[config.mk]
export PLATFORM = sky130hd
export DESIGN_NAME = url_percent_decoder_top_flat
export DESIGN_NICKNAME = d
export VERILOG_FILES = /design/src/rtl/core/upd_pkg.sv /design/src/rtl/core/upd_ifs.sv /design/src/rtl/core/url_percent_decoder_top.sv /design/src/flat_wrapper.sv
export SDC_FILE = /design/constraint.sdc
export NUM_CORES = 1
export LEC_CHECK = 0
export BUFFER_PORTS_ARGS = -buffer_cell sky130_fd_sc_hd__buf_4
export CAP_MARGIN = 20
export CORE_MARGIN = 8
export CORE_UTILIZATION = 55
export CTS_CLUSTER_SIZE = 25
export DETAILED_ROUTE_END_ITERATION = 10
export GPL_TIMING_DRIVEN = 0
export PLACE_DENSITY = 0.73
export SYNTH_ARGS = -nofsm -noshare
export SYNTH_HDL_FRONTEND = slang
export SYNTH_SLANG_ARGS = --single-unit
[constraint.sdc]
create_clock -name clk -period 6 [get_ports clk]
set_clock_uncertainty 0.2 [all_clocks]
set_input_delay 1.2 -clock clk [delete_from_list [all_inputs] [get_ports clk]]
set_output_delay 1.2 -clock clk [all_outputs]
set_load 0.005 [all_outputs]
[src/rtl/core/upd_pkg.sv]
// -----------------------------------------------------------------------------
// upd_pkg
// Shared types, character codes and hex helpers for the URL percent decoder.
// -----------------------------------------------------------------------------
package upd_pkg;

	localparam int COUNT_WIDTH = 16;
	localparam int CFG_IDX_W   = 2;
	localparam int CFG_DATA_W  = 16;
	localparam int MAX_RES     = 3;
	localparam int RES_CNT_W   = 2;

	localparam logic [7:0] CH_PERCENT    = 8'h25; // '%'
	localparam logic [7:0] CH_PLUS       = 8'h2B; // '+'
	localparam logic [7:0] CH_SPACE      = 8'h20; // ' '
	localparam logic [7:0] CH_LOWER_BASE = 8'h57; // 'W', 'a' - 10
	localparam logic [7:0] CH_ZERO       = 8'h30; // '0'
	localparam logic [7:0] CASE_BIT      = 8'h20;

	localparam logic [COUNT_WIDTH-1:0] CAP_RESET = {COUNT_WIDTH{1'b1}};

	typedef enum logic [CFG_IDX_W-1:0] {
		REG_PLUS_AS_SPACE   = 2'd0,
		REG_OUTPUT_CAPACITY = 2'd1
	} cfg_reg_e;

	typedef enum logic [1:0] {
		HOLD_NONE  = 2'd0,
		HOLD_PCT   = 2'd1,
		HOLD_DIGIT = 2'd2
	} hold_t;

	typedef struct packed {
		logic [7:0] in_byte;
		logic       last_byte;
	} in_item_t;

	typedef struct packed {
		logic [7:0]             out_byte;
		logic                   byte_valid;
		logic                   end_of_run;
		logic                   message_done;
		logic [COUNT_WIDTH-1:0] decoded_length;
	} out_item_t;

	typedef struct packed {
		logic [CFG_IDX_W-1:0]  reg_index;
		logic [CFG_DATA_W-1:0] wdata;
	} cfg_word_t;

	// one queued result, flags are added at the output
	typedef struct packed {
		logic [7:0]             out_byte;
		logic                   byte_valid;
		logic [COUNT_WIDTH-1:0] decoded_length;
	} res_t;

	function automatic logic is_hex(input logic [7:0] c);
		return (c >= 8'h30 && c <= 8'h39) || (c >= 8'h61 && c <= 8'h66) ||
			(c >= 8'h41 && c <= 8'h46);
	endfunction

	function automatic logic [3:0] hex_val(input logic [7:0] c);
		logic [7:0] t;
		if (c >= 8'h30 && c <= 8'h39) begin
			t = c - CH_ZERO;
		end else begin
			t = (c | CASE_BIT) - CH_LOWER_BASE;
		end
		return t[3:0];
	endfunction

endpackage

[src/rtl/core/upd_ifs.sv]
// -----------------------------------------------------------------------------
// upd_ifs
// Valid/ready channels of the URL percent decoder: raw bytes, decoded words,
// and the configuration write port.
// -----------------------------------------------------------------------------
interface upd_raw_if;
	import upd_pkg::*;
	logic     valid;
	logic     ready;
	in_item_t data;
	modport source(output valid, output data, input ready);
	modport sink(input valid, input data, output ready);
endinterface

interface upd_dec_if;
	import upd_pkg::*;
	logic      valid;
	logic      ready;
	out_item_t data;
	modport source(output valid, output data, input ready);
	modport sink(input valid, input data, output ready);
endinterface

interface upd_cfg_if;
	import upd_pkg::*;
	logic      valid;
	logic      ready;
	cfg_word_t data;
	modport source(output valid, output data, input ready);
	modport sink(input valid, input data, output ready);
endinterface

[src/rtl/core/url_percent_decoder_top.sv]
// -----------------------------------------------------------------------------
// url_percent_decoder_top
// Streaming percent decoder for URL and form strings, one raw byte per word.
// -----------------------------------------------------------------------------
// raw:     input words {in_byte, last_byte}; last_byte closes the string.
// decoded: result words {out_byte, byte_valid, end_of_run, message_done,
//          decoded_length}. One raw word yields zero to three result words;
//          end_of_run marks the last of them, message_done the one that
//          closes the string (byte_valid is 0 if that word carries no byte).
// cfg:     always ready; index 0 = plus_as_space, 1 = output_capacity.
//          Write only while no word is in flight.
// Flow: the first result of a word is offered once it has passed the input
// register, then the result buffer. One raw word is taken per cycle while
// each yields at most one result and the receiver is ready; a word that
// yields several results holds the result buffer until all are taken, which
// sets the rate for escape flushes.
// A raw word can still be taken while the last result of the previous one
// waits, since the input register parts the two sides.
// Reset clears the hold state, byte count and both buffers; the registers
// return to plus_as_space 0 and output_capacity 65535. A stalled receiver
// freezes the result buffer and, after one more word, the input.
// -----------------------------------------------------------------------------
module url_percent_decoder_top (
	input  logic      clk,
	input  logic      arst_n,
	upd_raw_if.sink   raw,
	upd_dec_if.source decoded,
	upd_cfg_if.sink   cfg
);
	import upd_pkg::*;

	logic                   plus_q;
	logic [COUNT_WIDTH-1:0] cap_q;

	logic                   v_s1;
	logic [7:0]             byte_s1;
	logic                   last_s1;

	hold_t                  hold_q, hold_nx;
	logic [7:0]             held_q, held_nx;
	logic [COUNT_WIDTH-1:0] cnt_q, cnt_nx;

	res_t                   ent_s2 [MAX_RES];
	logic [RES_CNT_W-1:0]   rem_q;
	logic [RES_CNT_W-1:0]   idx_q;
	logic                   last_s2;

	logic [7:0]             cand [MAX_RES];
	logic [RES_CNT_W-1:0]   cand_n;
	logic [RES_CNT_W-1:0]   room;
	logic [RES_CNT_W-1:0]   keep;
	logic [RES_CNT_W-1:0]   n_load;
	logic [COUNT_WIDTH:0]   diff;
	res_t                   ent_nx [MAX_RES];
	logic                   do_plain;
	logic                   hex;
	logic                   move;
	logic                   raw_ready;
	logic                   out_fire;

	// configuration
	assign cfg.ready = 1'b1;

	always_ff @(posedge clk or negedge arst_n) begin
		if (!arst_n) begin
			plus_q <= 1'b0;
			cap_q  <= CAP_RESET;
		end else if (cfg.valid) begin
			case (cfg_reg_e'(cfg.data.reg_index))
				REG_PLUS_AS_SPACE:   plus_q <= cfg.data.wdata[0];
				REG_OUTPUT_CAPACITY: cap_q  <= cfg.data.wdata[COUNT_WIDTH-1:0];
				default: ;
			endcase
		end
	end

	// handshake: s1 empties into the result buffer once that will be free
	assign out_fire  = decoded.valid && decoded.ready;
	assign move      = v_s1 && ((rem_q == '0) || ((rem_q == RES_CNT_W'(1)) && decoded.ready));
	assign raw_ready = !v_s1 || move;
	assign raw.ready = raw_ready;

	always_ff @(posedge clk or negedge arst_n) begin
		if (!arst_n) begin
			v_s1 <= 1'b0;
		end else if (raw_ready) begin
			v_s1 <= raw.valid;
		end
	end

	always_ff @(posedge clk) begin
		if (raw.valid && raw_ready) begin
			byte_s1 <= raw.data.in_byte;
			last_s1 <= raw.data.last_byte;
		end
	end

	// decode one byte into up to three candidate output bytes
	always_comb begin
		cand     = '{default: '0};
		cand_n   = '0;
		hold_nx  = hold_q;
		held_nx  = held_q;
		do_plain = 1'b0;
		hex      = is_hex(byte_s1);

		case (hold_q)
			HOLD_NONE: begin
				do_plain = 1'b1;
			end
			HOLD_PCT: begin
				if (hex) begin
					hold_nx = HOLD_DIGIT;
					held_nx = byte_s1;
				end else begin
					cand[cand_n] = CH_PERCENT;
					cand_n       = cand_n + 1'b1;
					hold_nx      = HOLD_NONE;
					do_plain     = 1'b1;
				end
			end
			HOLD_DIGIT: begin
				if (hex) begin
					cand[cand_n] = {hex_val(held_q), hex_val(byte_s1)};
					cand_n       = cand_n + 1'b1;
				end else begin
					cand[cand_n] = CH_PERCENT;
					cand_n       = cand_n + 1'b1;
					cand[cand_n] = held_q;
					cand_n       = cand_n + 1'b1;
					do_plain     = 1'b1;
				end
				hold_nx = HOLD_NONE;
				held_nx = '0;
			end
			default: begin
				hold_nx  = HOLD_NONE;
				do_plain = 1'b1;
			end
		endcase

		if (do_plain) begin
			if (byte_s1 == CH_PERCENT) begin
				hold_nx = HOLD_PCT;
			end else if (plus_q && byte_s1 == CH_PLUS) begin
				cand[cand_n] = CH_SPACE;
				cand_n       = cand_n + 1'b1;
			end else begin
				cand[cand_n] = byte_s1;
				cand_n       = cand_n + 1'b1;
			end
		end

		// end of string: flush whatever is held
		if (last_s1) begin
			if (hold_nx != HOLD_NONE) begin
				cand[cand_n] = CH_PERCENT;
				cand_n       = cand_n + 1'b1;
			end
			if (hold_nx == HOLD_DIGIT) begin
				cand[cand_n] = held_nx;
				cand_n       = cand_n + 1'b1;
			end
			hold_nx = HOLD_NONE;
			held_nx = '0;
		end
	end

	// capacity trim and result buffer load
	always_comb begin
		diff = {1'b0, cap_q} - {1'b0, cnt_q};
		if (cap_q <= cnt_q) begin
			room = '0;
		end else if (diff >= (COUNT_WIDTH+1)'(MAX_RES)) begin
			room = RES_CNT_W'(MAX_RES);
		end else begin
			room = diff[RES_CNT_W-1:0];
		end
		keep = (cand_n < room) ? cand_n : room;

		for (int i = 0; i < MAX_RES; i++) begin
			ent_nx[i].out_byte       = cand[i];
			ent_nx[i].byte_valid     = 1'b1;
			ent_nx[i].decoded_length = cnt_q + COUNT_WIDTH'(i + 1);
		end
		n_load = keep;
		// closing word with no byte to carry
		if (last_s1 && keep == '0) begin
			ent_nx[0].out_byte       = '0;
			ent_nx[0].byte_valid     = 1'b0;
			ent_nx[0].decoded_length = cnt_q;
			n_load                   = RES_CNT_W'(1);
		end
		cnt_nx = last_s1 ? '0 : cnt_q + COUNT_WIDTH'(keep);
	end

	always_ff @(posedge clk or negedge arst_n) begin
		if (!arst_n) begin
			hold_q <= HOLD_NONE;
			held_q <= '0;
			cnt_q  <= '0;
		end else if (move) begin
			hold_q <= hold_nx;
			held_q <= held_nx;
			cnt_q  <= cnt_nx;
		end
	end

	always_ff @(posedge clk or negedge arst_n) begin
		if (!arst_n) begin
			rem_q   <= '0;
			idx_q   <= '0;
			last_s2 <= 1'b0;
		end else if (move) begin
			rem_q   <= n_load;
			idx_q   <= '0;
			last_s2 <= last_s1;
		end else if (out_fire) begin
			rem_q <= rem_q - 1'b1;
			idx_q <= idx_q + 1'b1;
		end
	end

	always_ff @(posedge clk) begin
		if (move) begin
			ent_s2 <= ent_nx;
		end
	end

	assign decoded.valid                = (rem_q != '0);
	assign decoded.data.out_byte        = ent_s2[idx_q].out_byte;
	assign decoded.data.byte_valid      = ent_s2[idx_q].byte_valid;
	assign decoded.data.decoded_length  = ent_s2[idx_q].decoded_length;
	assign decoded.data.end_of_run      = (rem_q == RES_CNT_W'(1));
	assign decoded.data.message_done    = (rem_q == RES_CNT_W'(1)) && last_s2;

endmodule

[src/flat_wrapper.sv]
// flat-port wrapper written by rule: the top's interface ports become plain ports
module url_percent_decoder_top_flat import upd_pkg::*;
  (clk, arst_n, raw_valid, raw_data, raw_ready, decoded_valid, decoded_data, decoded_ready, cfg_valid, cfg_data, cfg_ready);
  upd_raw_if raw_i ();
  upd_dec_if decoded_i ();
  upd_cfg_if cfg_i ();
  input  logic clk;
  input  logic arst_n;
  input wire logic [$bits(raw_i.valid)-1:0] raw_valid;
  input wire logic [$bits(raw_i.data)-1:0] raw_data;
  output wire logic [$bits(raw_i.ready)-1:0] raw_ready;
  output wire logic [$bits(decoded_i.valid)-1:0] decoded_valid;
  output wire logic [$bits(decoded_i.data)-1:0] decoded_data;
  input wire logic [$bits(decoded_i.ready)-1:0] decoded_ready;
  input wire logic [$bits(cfg_i.valid)-1:0] cfg_valid;
  input wire logic [$bits(cfg_i.data)-1:0] cfg_data;
  output wire logic [$bits(cfg_i.ready)-1:0] cfg_ready;
  assign raw_i.valid = raw_valid;
  assign raw_i.data = raw_data;
  assign raw_ready = raw_i.ready;
  assign decoded_valid = decoded_i.valid;
  assign decoded_data = decoded_i.data;
  assign decoded_i.ready = decoded_ready;
  assign cfg_i.valid = cfg_valid;
  assign cfg_i.data = cfg_data;
  assign cfg_ready = cfg_i.ready;
  url_percent_decoder_top u_core (.clk(clk), .arst_n(arst_n), .raw(raw_i), .decoded(decoded_i), .cfg(cfg_i));
endmodule
==> results.txt, run 1 <==
* Net Sw Power: 1590 uW
* Number of synthesized flops with an enable pin: approximately 80
- Fraction of met3 tracks used by global routing: 0.0517
* Synthesis Warnings: 0
- The die is 141 um wide.
- In this run the worst hold path is classified as register to register.
* Critical path's top delay family: adder cells
- FFs w/ async S/R, synth: 0.374
- Fraction of power spent switching nets: 0.369
- Unrepaired setup endpoints after global routing: true
* Number of hold violations in the final report: 0
- From synthesis to final layout, the design area changed by 21.1%.
* Root Driver: sky130_fd_sc_hd__clkbuf_16
- For this run, design rule violations remaining after detail routing come to 0.
- Clock-pin slew was measured on the worst setup and hold paths at roughly 0.060 ns.
- For the worst-skew pair, the clock arrives at the later sink with an insertion delay of about 0.42 ns.
* Worst-margin pin slew: ~0.86 ns
- STA classifies the critical path startpoint as a register.
- The count of pins over their slew limit came to 0.
- Post-Route WL: 22300 um
* Vertical die dimension: 141 um
- Violations in the final reports: negative setup slack
- The routed layout has between 7000 and 8000 vias.
- Buffers placed on the I/O ports in this run total 60.
- Among the stages of the critical path, the cell type that occurs most often is sky130_fd_sc_hd__ha_4.
* Max FO, Critical Path: 5
- The share of total power dissipated in sequential elements is 0.342.
- Met1 GRT Util: 0.318
- Most common cell after layout, fill and taps aside: sky130_fd_sc_hd__nand2_1
* Clock network power share: 0.240
- In the layout the commonest cells are 95 x sky130_fd_sc_hd__nand2_1, 87 x sky130_fd_sc_hd__buf_4, 82 x sky130_fd_sc_hd__edfxtp_1.
- Of the post-synthesis cell area, the dominant cell type holds 0.287.
* Synthesized Nets: between 900 and 1000
- In this run the cell area of the synthesized design comes to about 0.0086 mm^2.
* Global-route wire length before repair: 36200 um
* Pin count of the biggest net entering global routing: 77
- Placer Congestion: 0.957
- STA classifies the critical path endpoint as a register.
- Sum of overflow across all layers after global routing: 0
- Largest vdd supply drop: roughly 0.22 mV
- WP data required: 6.09 ns
- The detailed router finished its first iteration with ~720 violations.
- The run finished, with violations left.
- Global routing met2 resource utilization: 0.345
- TritonCTS clock tree: yes
- Slack of the critical path: -0.142 ns
- Synthesized instance count: 878
- The count of nets left with antenna violations once routing finished came out at 0.
- Worst max-slew margin expressed relative to the limit: 0.423
* Min Clock Period, post-route: between 6 and 7 ns
- Of the cells placed in the final design, the portion with a size suffix greater than 1 is 0.231.
* H-tree levels: 4
- The initial utilization of the core area, before any placement, comes to 0.563.
- For this design the ratio of total power to cell area is between 400 and 500 mW/mm^2.
- The global routing stage identified its most utilized layer as met2.
- The wire-length estimate of the detail-placed layout is roughly 16000 um.
* Distinct cell type count after synthesis: 90
* Largest cells by area after synthesis: sky130_fd_sc_hd__edfxtp_1 29%, sky130_fd_sc_hd__dfrtp_1 9.6%, sky130_fd_sc_hd__ha_1 6.7%
- Number of global-route vias before repair: approximately 6900
* Post-route design area: roughly 0.010 mm^2
* Synth Flop Type: sky130_fd_sc_hd__edfxtp_1
- The number of antenna violations at the first check in global routing came to 0.
* Detailed-router iteration count before antenna repair: 6
- Per-instance average area after synthesis: 9.79 um^2
- Worst EP arrival: slightly above 6 ns
* Wire per inst: between 15 and 20 um
- Combinational Power Share: 0.418
- The critical path is of the register to register type.
* Area inside the core boundary: about 0.015 mm^2
- Dividing the final minimum period by the clock period gives 1.02.
- The synthesized design contains 131 register bits.
- Max stage delay cell, worst path: sky130_fd_sc_hd__or4bb_1
- In this run the count of I/O pins placed on the die edge is 62.
- Floorplan die area: 0.0199 mm^2
- Buffers inserted during clock tree synthesis total 17.
* GRT Resource Usage Total: 0.228
- Setup violations remaining at the end of the flow were counted as 9.
- Max Fclk: around 0.16 GHz
* Placed instance area: ~0.0094 mm^2
* Count of antenna diodes in the layout: 0
- Placement row count: between 40 and 50
* Longest Clk Path Bufs: 2
- sky130_fd_sc_hd__edfxtp_1 takes more of the synthesized area than any other cell.
* Hold slack: about 0.35 ns
- The internal portion of the total power is approximately 2700 uW.
* CTS Sinks: roughly 130
* Share of synthesized area occupied by flip-flops and latches: 0.432
* Critical Path Max Stage Delay: 0.49 ns
- In the final design database the tool counted approximately 1100 nets.
- Leakage power figure: 0.00404 uW
- The critical path contains buffers and inverters numbering 8 combined.
- Using the TritonRoute via totals, the vias-per-cell ratio works out to slightly below 6.
* Max-cap violation count: 0
==> worst paths after layout <==
check	from	endpoint	slack (ns)	depth (start not counted)
worst min-delay path	u_core.rem_q[1]$_DFFE_PN0P_	u_core.rem_q[1]$_DFFE_PN0P_	0.35	2
min in group asynchronous	arst_n	u_core.held_q[1]$_DFFE_PN0P_	0.60	1
worst max-delay path	u_core.byte_s1[0]$_DFFE_PP_	u_core.cnt_q[8]$_DFFE_PN0P_	-0.14	35
max in group asynchronous	arst_n	u_core.cnt_q[0]$_DFFE_PN0P_	4.48	1
worst min register to register	u_core.rem_q[1]$_DFFE_PN0P_	u_core.rem_q[1]$_DFFE_PN0P_	0.35	2
worst max register to register	u_core.byte_s1[0]$_DFFE_PP_	u_core.cnt_q[8]$_DFFE_PN0P_	-0.14	35
==> what timing repair did <==
action,4_1_cts,5_1_grt
setup buffers,23,6
hold buffers,0,0
setup endpoints to repair,27,30
pin swaps,32,18
gates resized for setup,31,11
==> through the flow <==
stage | TNS [ns] | worst slack (ns) | utilization | instances | power [uW]
global placement | -8.03 | -0.707 | 0.616 | 1149 | 3140
detailed placement | -7.93 | -0.756 | 0.618 | 1150 | 3170
CTS | -0.652 | -0.129 | 0.677 | 1203 | 4290
floorplan | 0 | 0.00134 | - | 878 | 2560
global route | -3.98 | -0.392 | 0.682 | 1209 | 4570
finish | -0.746 | -0.142 | 0.682 | 1209 | 4300
==> kinds of logic (layout without fill, tap and decap cells) <==
kind of cell	count (synthesis)	count (layout)	share of synthesized area
AND/OR/NAND/NOR	272	272	0.157
AO/OA/AOI/OAI	220	220	0.171
flip-flops	131	131	0.432
buffers and inverters	97	217	0.0464
XOR/XNOR	58	58	0.0591
multiplexers	51	51	0.0629
adder cells (fa/ha/maj)	48	48	0.0716
other	1	1	0.000436
==> cell usage after synthesis (6+ instances only) <==
library cell               number
sky130_fd_sc_hd__a22oi_1       18
sky130_fd_sc_hd__a21oi_1       40
sky130_fd_sc_hd__nand3_1       20
sky130_fd_sc_hd__and3_1        10
sky130_fd_sc_hd__nor3_1        16
sky130_fd_sc_hd__o22ai_1        9
sky130_fd_sc_hd__or3_1          7
sky130_fd_sc_hd__clkbuf_1      32
sky130_fd_sc_hd__xnor2_1       54
sky130_fd_sc_hd__a31oi_1        8
sky130_fd_sc_hd__nor2b_1       13
sky130_fd_sc_hd__a21o_1        11
sky130_fd_sc_hd__nand2_1       99
sky130_fd_sc_hd__edfxtp_1      82
sky130_fd_sc_hd__a211oi_1      12
sky130_fd_sc_hd__a221oi_1       6
sky130_fd_sc_hd__and2_1        10
sky130_fd_sc_hd__nor2_1        48
sky130_fd_sc_hd__mux2i_1       29
sky130_fd_sc_hd__o21ai_0       58
sky130_fd_sc_hd__dfstp_2       16
sky130_fd_sc_hd__dfrtp_1       33
sky130_fd_sc_hd__mux2_2        21
sky130_fd_sc_hd__nand4_1       12
sky130_fd_sc_hd__inv_1         47
sky130_fd_sc_hd__ha_1          46
==> sequential cells by signal (all words and copies together), names as in the netlist <==
register        cells
u_core.rem_q        2
u_core.plus_q       1
u_core.byte_s1      8
u_core.ent_s2      73
u_core.last_s1      1
u_core.cnt_q       16
u_core.last_s2      1
u_core.cap_q       16
u_core.v_s1         1
u_core.idx_q        2
u_core.hold_q       2
u_core.held_q       8
==> area by class of cell <==
cell class | instances | area (um^2)
Fill cell | 1192 | 4850
Multi-Input combinational cell | 650 | 4690
Sequential cell | 131 | 3710
Timing Repair Buffer | 90 | 707
Clock buffer | 18 | 429
Tap cell | 211 | 264
Buffer | 43 | 236
Inverter | 52 | 209
Clock inverter | 14 | 154
==> layer usage <==
metal  share of wire  up-vias
met5               0        -
met2            0.45      281
met1            0.46     3482
met3           0.073       26
li1                -     3414
met4           0.014        0
==> power by group through the flow <==
stage	clock network, uW	registers (uW)	logic, uW
floorplan	0	1450	1100
global placement	0	1500	1640
detailed placement	0	1480	1690
CTS	1040	1470	1780
global route	1080	1500	1990
finish	1030	1470	1800
==> worst min-delay path: stages, from the launching register on <==
cell                      delay [ns]
sky130_fd_sc_hd__dfrtp_1        0.32
sky130_fd_sc_hd__inv_1          0.06
sky130_fd_sc_hd__a21oi_1        0.12
Power figures use the tool's default switching activity.
==> run 2, diff against run 1 <==
Settings changed: ABC_AREA set to 1, CTS_BUF_LIST set to sky130_fd_sc_hd__clkbuf_4 sky130_fd_sc_hd__clkbuf_8 sky130_fd_sc_hd__clkbuf_16.
==> run 2 against run 1 <==
Net effect:
- the flow now finishes without violations
- count of clock-buffer cells in the layout down 1
- via count up 8.5%
- first-iteration DRC count up 17%
- critical endpoint unchanged
==> results.txt, run 2 <==
- Result of the run: finished clean
* Pin count of the biggest net entering global routing: 50 (-35%)
- DP Wirelength: 17800 um (+11%)
- Detailed-router iteration count before antenna repair: 6 (unchanged)
- Max stage delay cell, worst path: sky130_fd_sc_hd__edfxtp_1
- Fraction of layout cells with a size suffix above 1: 0.167 (-0.0647)
* Register containing the most flip-flops in the final layout: u_core.ent_s2
* Number of cells traversed by the worst hold path: 2 (unchanged)
- In this run the worst hold path is classified as register to register.
- The total length of routed met2 wires came to 10600 um (+5.8%).
- The count of fill cells added during filler insertion is 1349 (+13%).
- The setup path with the least slack is of type register to register.
- Most common cell after layout, fill and taps aside: sky130_fd_sc_hd__nand2_1
* Longest Clk Path Bufs: 2 (unchanged)
* Endpoint type of the worst setup path: register
- Via density: 5.53 (-7.3%)
- Insertion delay of the later-clocked pin in the worst-skew pair: 0.42 ns (about the same)
* Post-Route WL: 24200 um (+8.3%)
- Synthesized instance count: 1095 (+25%)
* Commonest cells after routing, fill and taps aside: 245 x sky130_fd_sc_hd__nand2_1, 126 x sky130_fd_sc_hd__inv_1, 125 x sky130_fd_sc_hd__nor2_1
- Wire length the detailed router placed on met1: 11000 um (+6.9%)
- The stage delay of the slowest cell on the critical path came to 0.42 ns (-0.07 ns).
- The final RePlAce weighted congestion was 0.967 (+1.1%).
- Number of global-route vias before repair: 7452 (+7.6%)
* Number of flip-flops in the largest register: 73 (unchanged)
- The smallest hold slack is 0.300 ns (-0.0448 ns).
* Most numerous cell types in the synthesized netlist: 247 x sky130_fd_sc_hd__nand2_1, 132 x sky130_fd_sc_hd__inv_1, 128 x sky130_fd_sc_hd__nor2_1
- The number of storage elements in the synthesis netlist is 131 (unchanged).
- The wire length of the first global-routing pass is 38300 um (+5.6%).
* H-tree levels: 4 (unchanged)
- The net count of the mapped netlist is 1175 (+23%).
* Width of the die: 143 um (+1.2%)
- The number of rows created at floorplan is 46 (+2.2%).
* Floorplan die area: 0.0203 mm^2 (+2.3%)
- The share of the clock period used by the worst path was 0.954 (-0.0700).
- The number of antenna violations at the first check in global routing was 0 (unchanged).
- Max-cap violation count: 0 (unchanged)
- Largest vdd supply drop: 0.286 mV (+33%)
- Vertical die dimension: 143 um (+1.2%)
* DRC marker count from the first detailed-route iteration: 837 (+17%)
- The total of buffers placed on input and output ports was 60 (unchanged).
* Vias: 7818 (+8.5%)
- Setup repair after global routing left no endpoint under its margin.
* Largest cells by area after synthesis: sky130_fd_sc_hd__edfxtp_1 28%, sky130_fd_sc_hd__nand2_1 11%, sky130_fd_sc_hd__dfrtp_1 9.4%
- The area of the core was 0.0158 mm^2 (+3.4%).
- Growth of design area from synthesis to finish: 18.4%
* Post-layout util: 0.662 (-0.0195)
- The achievable frequency is 0.175 GHz (+7.3%).
- Wire per inst: 17.1 um (-7.5%)
- The biggest area contributor in the post-synthesis netlist is sky130_fd_sc_hd__edfxtp_1.
* Clk pin slew, worst setup/hold paths: 0.06 ns (about the same)
* Max FO, Critical Path: 6 (+1)
* Distinct cell type count after synthesis: 49 (-46%)
- The sum of met3 wire segment lengths after detailed routing was 2080 um (+27%).
- Synthesis Warnings: 0 (unchanged)
* Number of synthesized flops with an enable pin: 82 (unchanged)
- Worst-margin pin slew: 0.688 ns (-0.171 ns)
- The share of async-settable or async-resettable flops after synthesis was 0.374 (unchanged).
- By instance count, the leading cell after synthesis is sky130_fd_sc_hd__nand2_1.
* Hold_buf cts: 0 (unchanged)
* Worst EP arrival: 5.84 ns (-0.39 ns)
- The largest registers in the layout are u_core.ent_s2 (73), u_core.cap_q (16), u_core.cnt_q (16).
- Among all flip-flop cells after synthesis, the most frequent one is sky130_fd_sc_hd__edfxtp_1.
- The remaining number of nets flagged by the antenna check after routing came to 0 (unchanged).
- TritonCTS built the clock tree.
- The number of remaining DRC errors is 0 (unchanged).
- Synthesized cell area: 0.00882 mm^2 (+2.6%)
- Final slew viol count: 0 (unchanged)
- Leakage power figure: 0.00467 uW (+15%)
- CP Launch Type: register
- The number of sinks handled by clock tree synthesis came to 131 (unchanged).
- The required arrival time at the worst endpoint is 6.12 ns (+0.03 ns).
* Fraction of synthesized cell area taken by the top area cell type: 0.279 (-0.00736)
- The synthesized area divided by synthesized cell count was 8.06 um^2 (-18%).
- Count of antenna diodes in the layout: 0 (unchanged)
* Power density over the cells: 497 mW/mm^2 (+20%)
* Min Clock Period, post-route: 5.72 ns (-0.420 ns)
- Share of synthesized area occupied by flip-flops and latches: 0.420 (-0.0111)
* GRT Resource Usage Total: 0.241 (+0.0136)
* Sum of overflow across all layers after global routing: 0 (unchanged)
- The highest metal layer carrying signal wires in the routed design is met4.
- The number of cell instances on the worst register-to-register path came to 32 (-8.6%).
- The I/O pin count was 62 (unchanged).
- Initial standard-cell utilization of the core: 0.559 (-0.00392)
- The clock buffer count from CTS came to 17 (unchanged).
- Number of hold violations in the final report: 0 (unchanged)
- Nets: 1268 (+19%)
* Count of final setup violators: 0 (-9)
- Root Driver: sky130_fd_sc_hd__clkbuf_16
* Most used cell along the critical path: sky130_fd_sc_hd__nand2_4
- The remaining max-slew budget at the tightest pin came to 0.541 (+0.118).
[run 2: cell count changes after synthesis, sizes merged, moves of 22 or more]
| cell | delta |
|---|---|
| nand3 | +74 |
| o21ai | -22 |
| xnor2 | -51 |
| inv | +92 |
| xor2 | +45 |
| nor2 | +86 |
| mux2i | -30 |
| o31ai | +29 |
| nand2 | +162 |
[run 2: repair_timing]
action | in CTS | in global routing
resized for setup | 20 | 17
endpoints found under the setup margin | 12 | 9
pin swaps | 3 | 8
setup buffers | 5 | 9
[run 2: cell type report]
| cell class | count | area, um^2 | area share |
|---|---|---|---|
| Buffer | 33 | 154 | 0.0147 |
| Timing Repair Buffer | 75 | 576 | 0.0551 |
| Clock buffer | 17 | 425 | 0.0407 |
| Inverter | 143 | 542 | 0.0519 |
| Tap cell | 216 | 270 | 0.0259 |
| Sequential cell | 131 | 3710 | 0.355 |
| Clock inverter | 13 | 191 | 0.0183 |
| Multi-Input combinational cell | 787 | 4580 | 0.438 |
[run 2: worst paths after layout]
check	start	end	slack (ns)
max in group asynchronous	arst_n	u_core.cnt_q[9]$_DFFE_PN0P_	4.52
hold reg to reg	u_core.cap_q[0]$_DFFE_PN1P_	u_core.cap_q[0]$_DFFE_PN1P_	0.30
setup reg to reg	u_core.byte_s1[0]$_DFFE_PP_	u_core.cnt_q[8]$_DFFE_PN0P_	0.28
hold / removal	u_core.cap_q[0]$_DFFE_PN1P_	u_core.cap_q[0]$_DFFE_PN1P_	0.30
setup / recovery	u_core.byte_s1[0]$_DFFE_PP_	u_core.cnt_q[8]$_DFFE_PN0P_	0.28
min in group asynchronous	arst_n	u_core.held_q[2]$_DFFE_PN0P_	0.60
[run 2: logic make-up after synthesis]
family / Yosys count / synth area share
buffers and inverters: 177 / 0.0787
multiplexers: 14 / 0.0179
adder cells (fa/ha/maj): 48 / 0.0698
XOR/XNOR: 52 / 0.0516
flip-flops: 131 / 0.420
AO/OA/AOI/OAI: 145 / 0.101
other: 1 / 0.000425
AND/OR/NAND/NOR: 527 / 0.260
[run 2: power breakdown]
group	internal (uW)	switching (uW)
Combinational	965	1620
Clock	724	382
Sequential	1380	125
[run 2: stage by stage]
step | setup slack (ns) | power, uW | setup TNS (ns) | instances | cell area (um^2)
final | 0.278 | 5190 | 0 | 1415 | 10400
after global routing | 0.00351 | 5540 | 0 | 1415 | 10400
after CTS | 0.0111 | 5080 | 0 | 1407 | 10300
after detailed placement | -0.709 | 3870 | -3.45 | 1372 | 9570
after global placement | -0.600 | 3840 | -2.34 | 1371 | 9540
after floorplan | 0.176 | 3050 | 0 | 1095 | 8820
[run 2: critical path, delay by kind of cell, from the launching register on]
family                   cells  cell delay, ns
AO/OA/AOI/OAI                4            0.75
buffers and inverters        7            0.55
adder cells (fa/ha/maj)      7            1.68
flip-flops                   1            0.42
AND/OR/NAND/NOR             14            1.99
[run 2: metal layers]
metal | vias up | global-route usage
li1 | 3817 | -
met1 | 3605 | 0.340
met2 | 351 | 0.367
met3 | 45 | 0.0501
met4 | 0 | 0.0710
met5 | - | 0
==> run 3, diff against run 2 <==
==> constraint.sdc (replaced) <==
create_clock -name clk -period 4.8 [get_ports clk]
set_clock_uncertainty 0.2 [all_clocks]
set_input_delay 0 -clock clk [delete_from_list [all_inputs] [get_ports clk]]
set_output_delay 0 -clock clk [all_outputs]
set_load 0.005 [all_outputs]
==> run 3 against run 2 <==
Net effect:
- the flow now finishes with violations (negative setup slack)
- maximum frequency grew 8.8%
- combinational power increased by 34%
- clock power increased by 6%
- register-to-register slack worse by 0.74 ns
- cell count increased by 3.7%
- power rose by 26%
- global-route usage increased by 1.0 points
- sequential cell count unchanged
- cell area is 5.7% higher
- setup slack got worse by 0.74 ns
- core utilization increased by 3.8 points
- non-clock buffer count grew 53
==> results.txt, run 3 (synthesized netlist as in run 2, its figures left out) <==
* Via density: 5.53 (about the same)
* DRC: 0 (unchanged)
- The CTS clock-pin slew for the worst setup and hold paths came to 0.06 ns (about the same).
- The total number of H-tree levels came to 4 (unchanged).
* Max Fclk: 0.190 GHz (+8.8%)
- Longest Clk Path Bufs: 2 (unchanged)
* End point of the critical path: u_core.cnt_q[8]$_DFFE_PN0P_
- The top cell types in the final layout, fill and taps aside, are 243 x sky130_fd_sc_hd__nand2_1, 123 x sky130_fd_sc_hd__inv_1, 118 x sky130_fd_sc_hd__nor2_1.
- The critical path is of the register to register type.
- Count of antenna diodes in the layout: 0 (unchanged)
* Placer Congestion: 0.966 (-0.10%)
- The routed length per instance is 17.3 um (+1.3%).
- Port-buffer cells: 60 (unchanged)
* Number of flip-flops in the largest register: 73 (unchanged)
* Nets: 1321 (+4.2%)
- The stage delay of the slowest cell on the critical path came to 0.43 ns (about the same).
- TritonCTS clock tree: yes
* CTS Buf Count: 17 (unchanged)
* Post-route design area: 0.0110 mm^2 (+5.7%)
- Placement row count: 46 (unchanged)
- The area growth from synthesis to layout is 25.1%.
- The area of the core came to 0.0158 mm^2 (unchanged).
- Number of global-route vias before repair: 7666 (+2.9%)
- Pin count of the biggest net entering global routing: 47 (-6.0%)
* Biggest regs: u_core.ent_s2 (73), u_core.cap_q (16), u_core.cnt_q (16)
- Routed Antenna Nets: 0 (unchanged)
- Most common cell after layout, fill and taps aside: sky130_fd_sc_hd__nand2_1
- Number of antenna violations at the first check in global routing: 0 (unchanged)
- Count of placed standard cells in the final layout, fillers left out: 1468 (+3.7%)
* Post-Route WL: 25400 um (+5.1%)
- CP Launch Point: u_core.byte_s1[1]$_DFFE_PP_
- Number of cells on the worst reg-to-reg path: 32 (unchanged)
- Unrepaired setup endpoints after global routing: true
* Top-level I/O count: 62 (unchanged)
* Final slew viol count: 0 (unchanged)
- The remaining max-slew budget at the tightest pin was 0.536 (-0.00482).
- The share of the clock period used by the worst path came to 1.10 (+0.142).
* Slack of the critical path: -0.458 ns (-0.736 ns)
- Vertical die dimension: 143 um (unchanged)
- The global router's overall resource usage is 0.251 (+0.0100).
- Violations in the final reports: negative setup slack
- The count of endpoints failing hold in the final timing report came to 0 (unchanged).
- Dpl cells: 1372 (unchanged)
- The min-delay analysis places its worst path in the category input pin to register.
* Leakage power figure: 0.00489 uW (+4.7%)
- Reg-to-Reg Start: u_core.byte_s1[1]$_DFFE_PP_
* Min Clock Period, post-route: 5.26 ns (-0.464 ns)
* Placed instance area: 0.00972 mm^2 (+1.6%)
- The data arrival time of the critical path was 5.38 ns (-0.46 ns).
* WP data required: 4.92 ns (-1.20 ns)
- Root Driver: sky130_fd_sc_hd__clkbuf_16
- Capture point of the worst reg-to-reg path: u_core.cnt_q[8]$_DFFE_PN0P_
* Vias: 8115 (+3.8%)
* Result of the run: finished with violations
- FF-to-FF setup slack: -0.46 ns (-0.74 ns)
- Global-route wire length before repair: 39700 um (+3.7%)
* Fraction of layout cells with a size suffix above 1: 0.196 (+0.0289)
* Max stage delay cell, worst path: sky130_fd_sc_hd__edfxtp_1
- The number of DRC markers after the initial detailed-route iteration is 814 (-2.7%).
- The total overflow reported by the global router was 0 (unchanged).
- Initial standard-cell utilization of the core: 0.559 (unchanged)
- Largest vdd supply drop: 0.370 mV (+29%)
* Count of final setup violators: 9 (+9)
* DP Wirelength: 17900 um (+0.65%)
- The iteration count of the initial detailed-routing pass was 5 (-1).
* Max-cap violation count: 0 (unchanged)
* Width of the die: 143 um (unchanged)
* Insertion delay of the later-clocked pin in the worst-skew pair: 0.42 ns (about the same)
- The power per unit of standard cell area was 591 mW/mm^2 (+19%).
* Max FO, Critical Path: 4 (-2)
- Floorplan die area: 0.0203 mm^2 (unchanged)
- CP Launch Type: register
- Worst-margin pin slew: 0.696 ns (+0.00723 ns)
- More flip-flops sit in one register than any other, and that register is u_core.ent_s2.
- Most used cell along the critical path: sky130_fd_sc_hd__ha_4
* Endpoint type of the worst setup path: register
- Worst-case setup slack after placement: -1.05 ns (-0.342 ns)
- The setup TNS was -2.32 ns (-2.32 ns).
* CTS Sinks: 131 (unchanged)
==> run 3: metal layers <==
| metal | GRT usage | vias to the layer above | share of wire |
|---|---|---|---|
| li1 | - | 3925 | - |
| met1 | 0.351 | 3793 | 0.46 |
| met2 | 0.378 | 348 | 0.44 |
| met3 | 0.0508 | 49 | 0.078 |
| met4 | 0.0940 | 0 | 0.022 |
| met5 | 0 | - | 0 |
==> run 3: how the worst min path moves through the flow <==
stage | startpoint | endpoint | slack (ns) | cells after the start
final | raw_data[1] | u_core.byte_s1[0]$_DFFE_PP_ | 0.1 | 2
after global routing | raw_data[4] | u_core.byte_s1[3]$_DFFE_PP_ | 0.09 | 2
after CTS | raw_data[6] | u_core.byte_s1[5]$_DFFE_PP_ | 0.08 | 2
after detailed placement | arst_n | u_core.held_q[0]$_DFFE_PN0P_ | -0.11 | 1
after global placement | arst_n | u_core.held_q[1]$_DFFE_PN0P_ | -0.12 | 1
after floorplan | arst_n | u_core.cnt_q[0]$_DFFE_PN0P_ | -0.50 | 0
==> run 3: where the power goes <==
group	leakage (uW)	switching, uW	internal [uW]	total (uW)
clock network	0.000254	480	701	1180
registers	0.00139	163	1720	1880
logic	0.00324	2100	1350	3450
total	0.00489	2750	3770	6520
==> run 3: per-stage QoR <==
step	utilization	power [uW]	hold WS [ns]
after floorplan	-	3940	-0.496
after global placement	0.615	4940	-0.118
after detailed placement	0.616	4980	-0.111
after CTS	0.689	6360	0.0812
after global routing	0.700	6940	0.0856
final	0.700	6520	0.0978
==> run 3: critical path: cells and delay by family (launching register included) <==
kind	cells	cell delay, ns
flops	1	0.43
compound gates	4	0.73
buf+inv	9	0.77
simple gates	13	1.64
fa+ha+maj	6	1.36
==> run 3: what timing repair did <==
action | in CTS | in global routing
hold endpoints to repair | 89 | 0
resized for setup | 29 | 19
pin swaps | 26 | 17
buffers inserted | 23 | 13
endpoints found under the setup margin | 15 | 32
hold buffers | 34 | 0
==> run 3: layout make-up <==
class	count	area (um^2)
inverters	143	552
well taps	216	270
clock buffers	18	433
plain buffers	32	150
flip-flops and latches	131	3710
multi-input cells	787	4730
fillers	1301	4730
repair buffers	129	1090
clock inverters	12	93.8
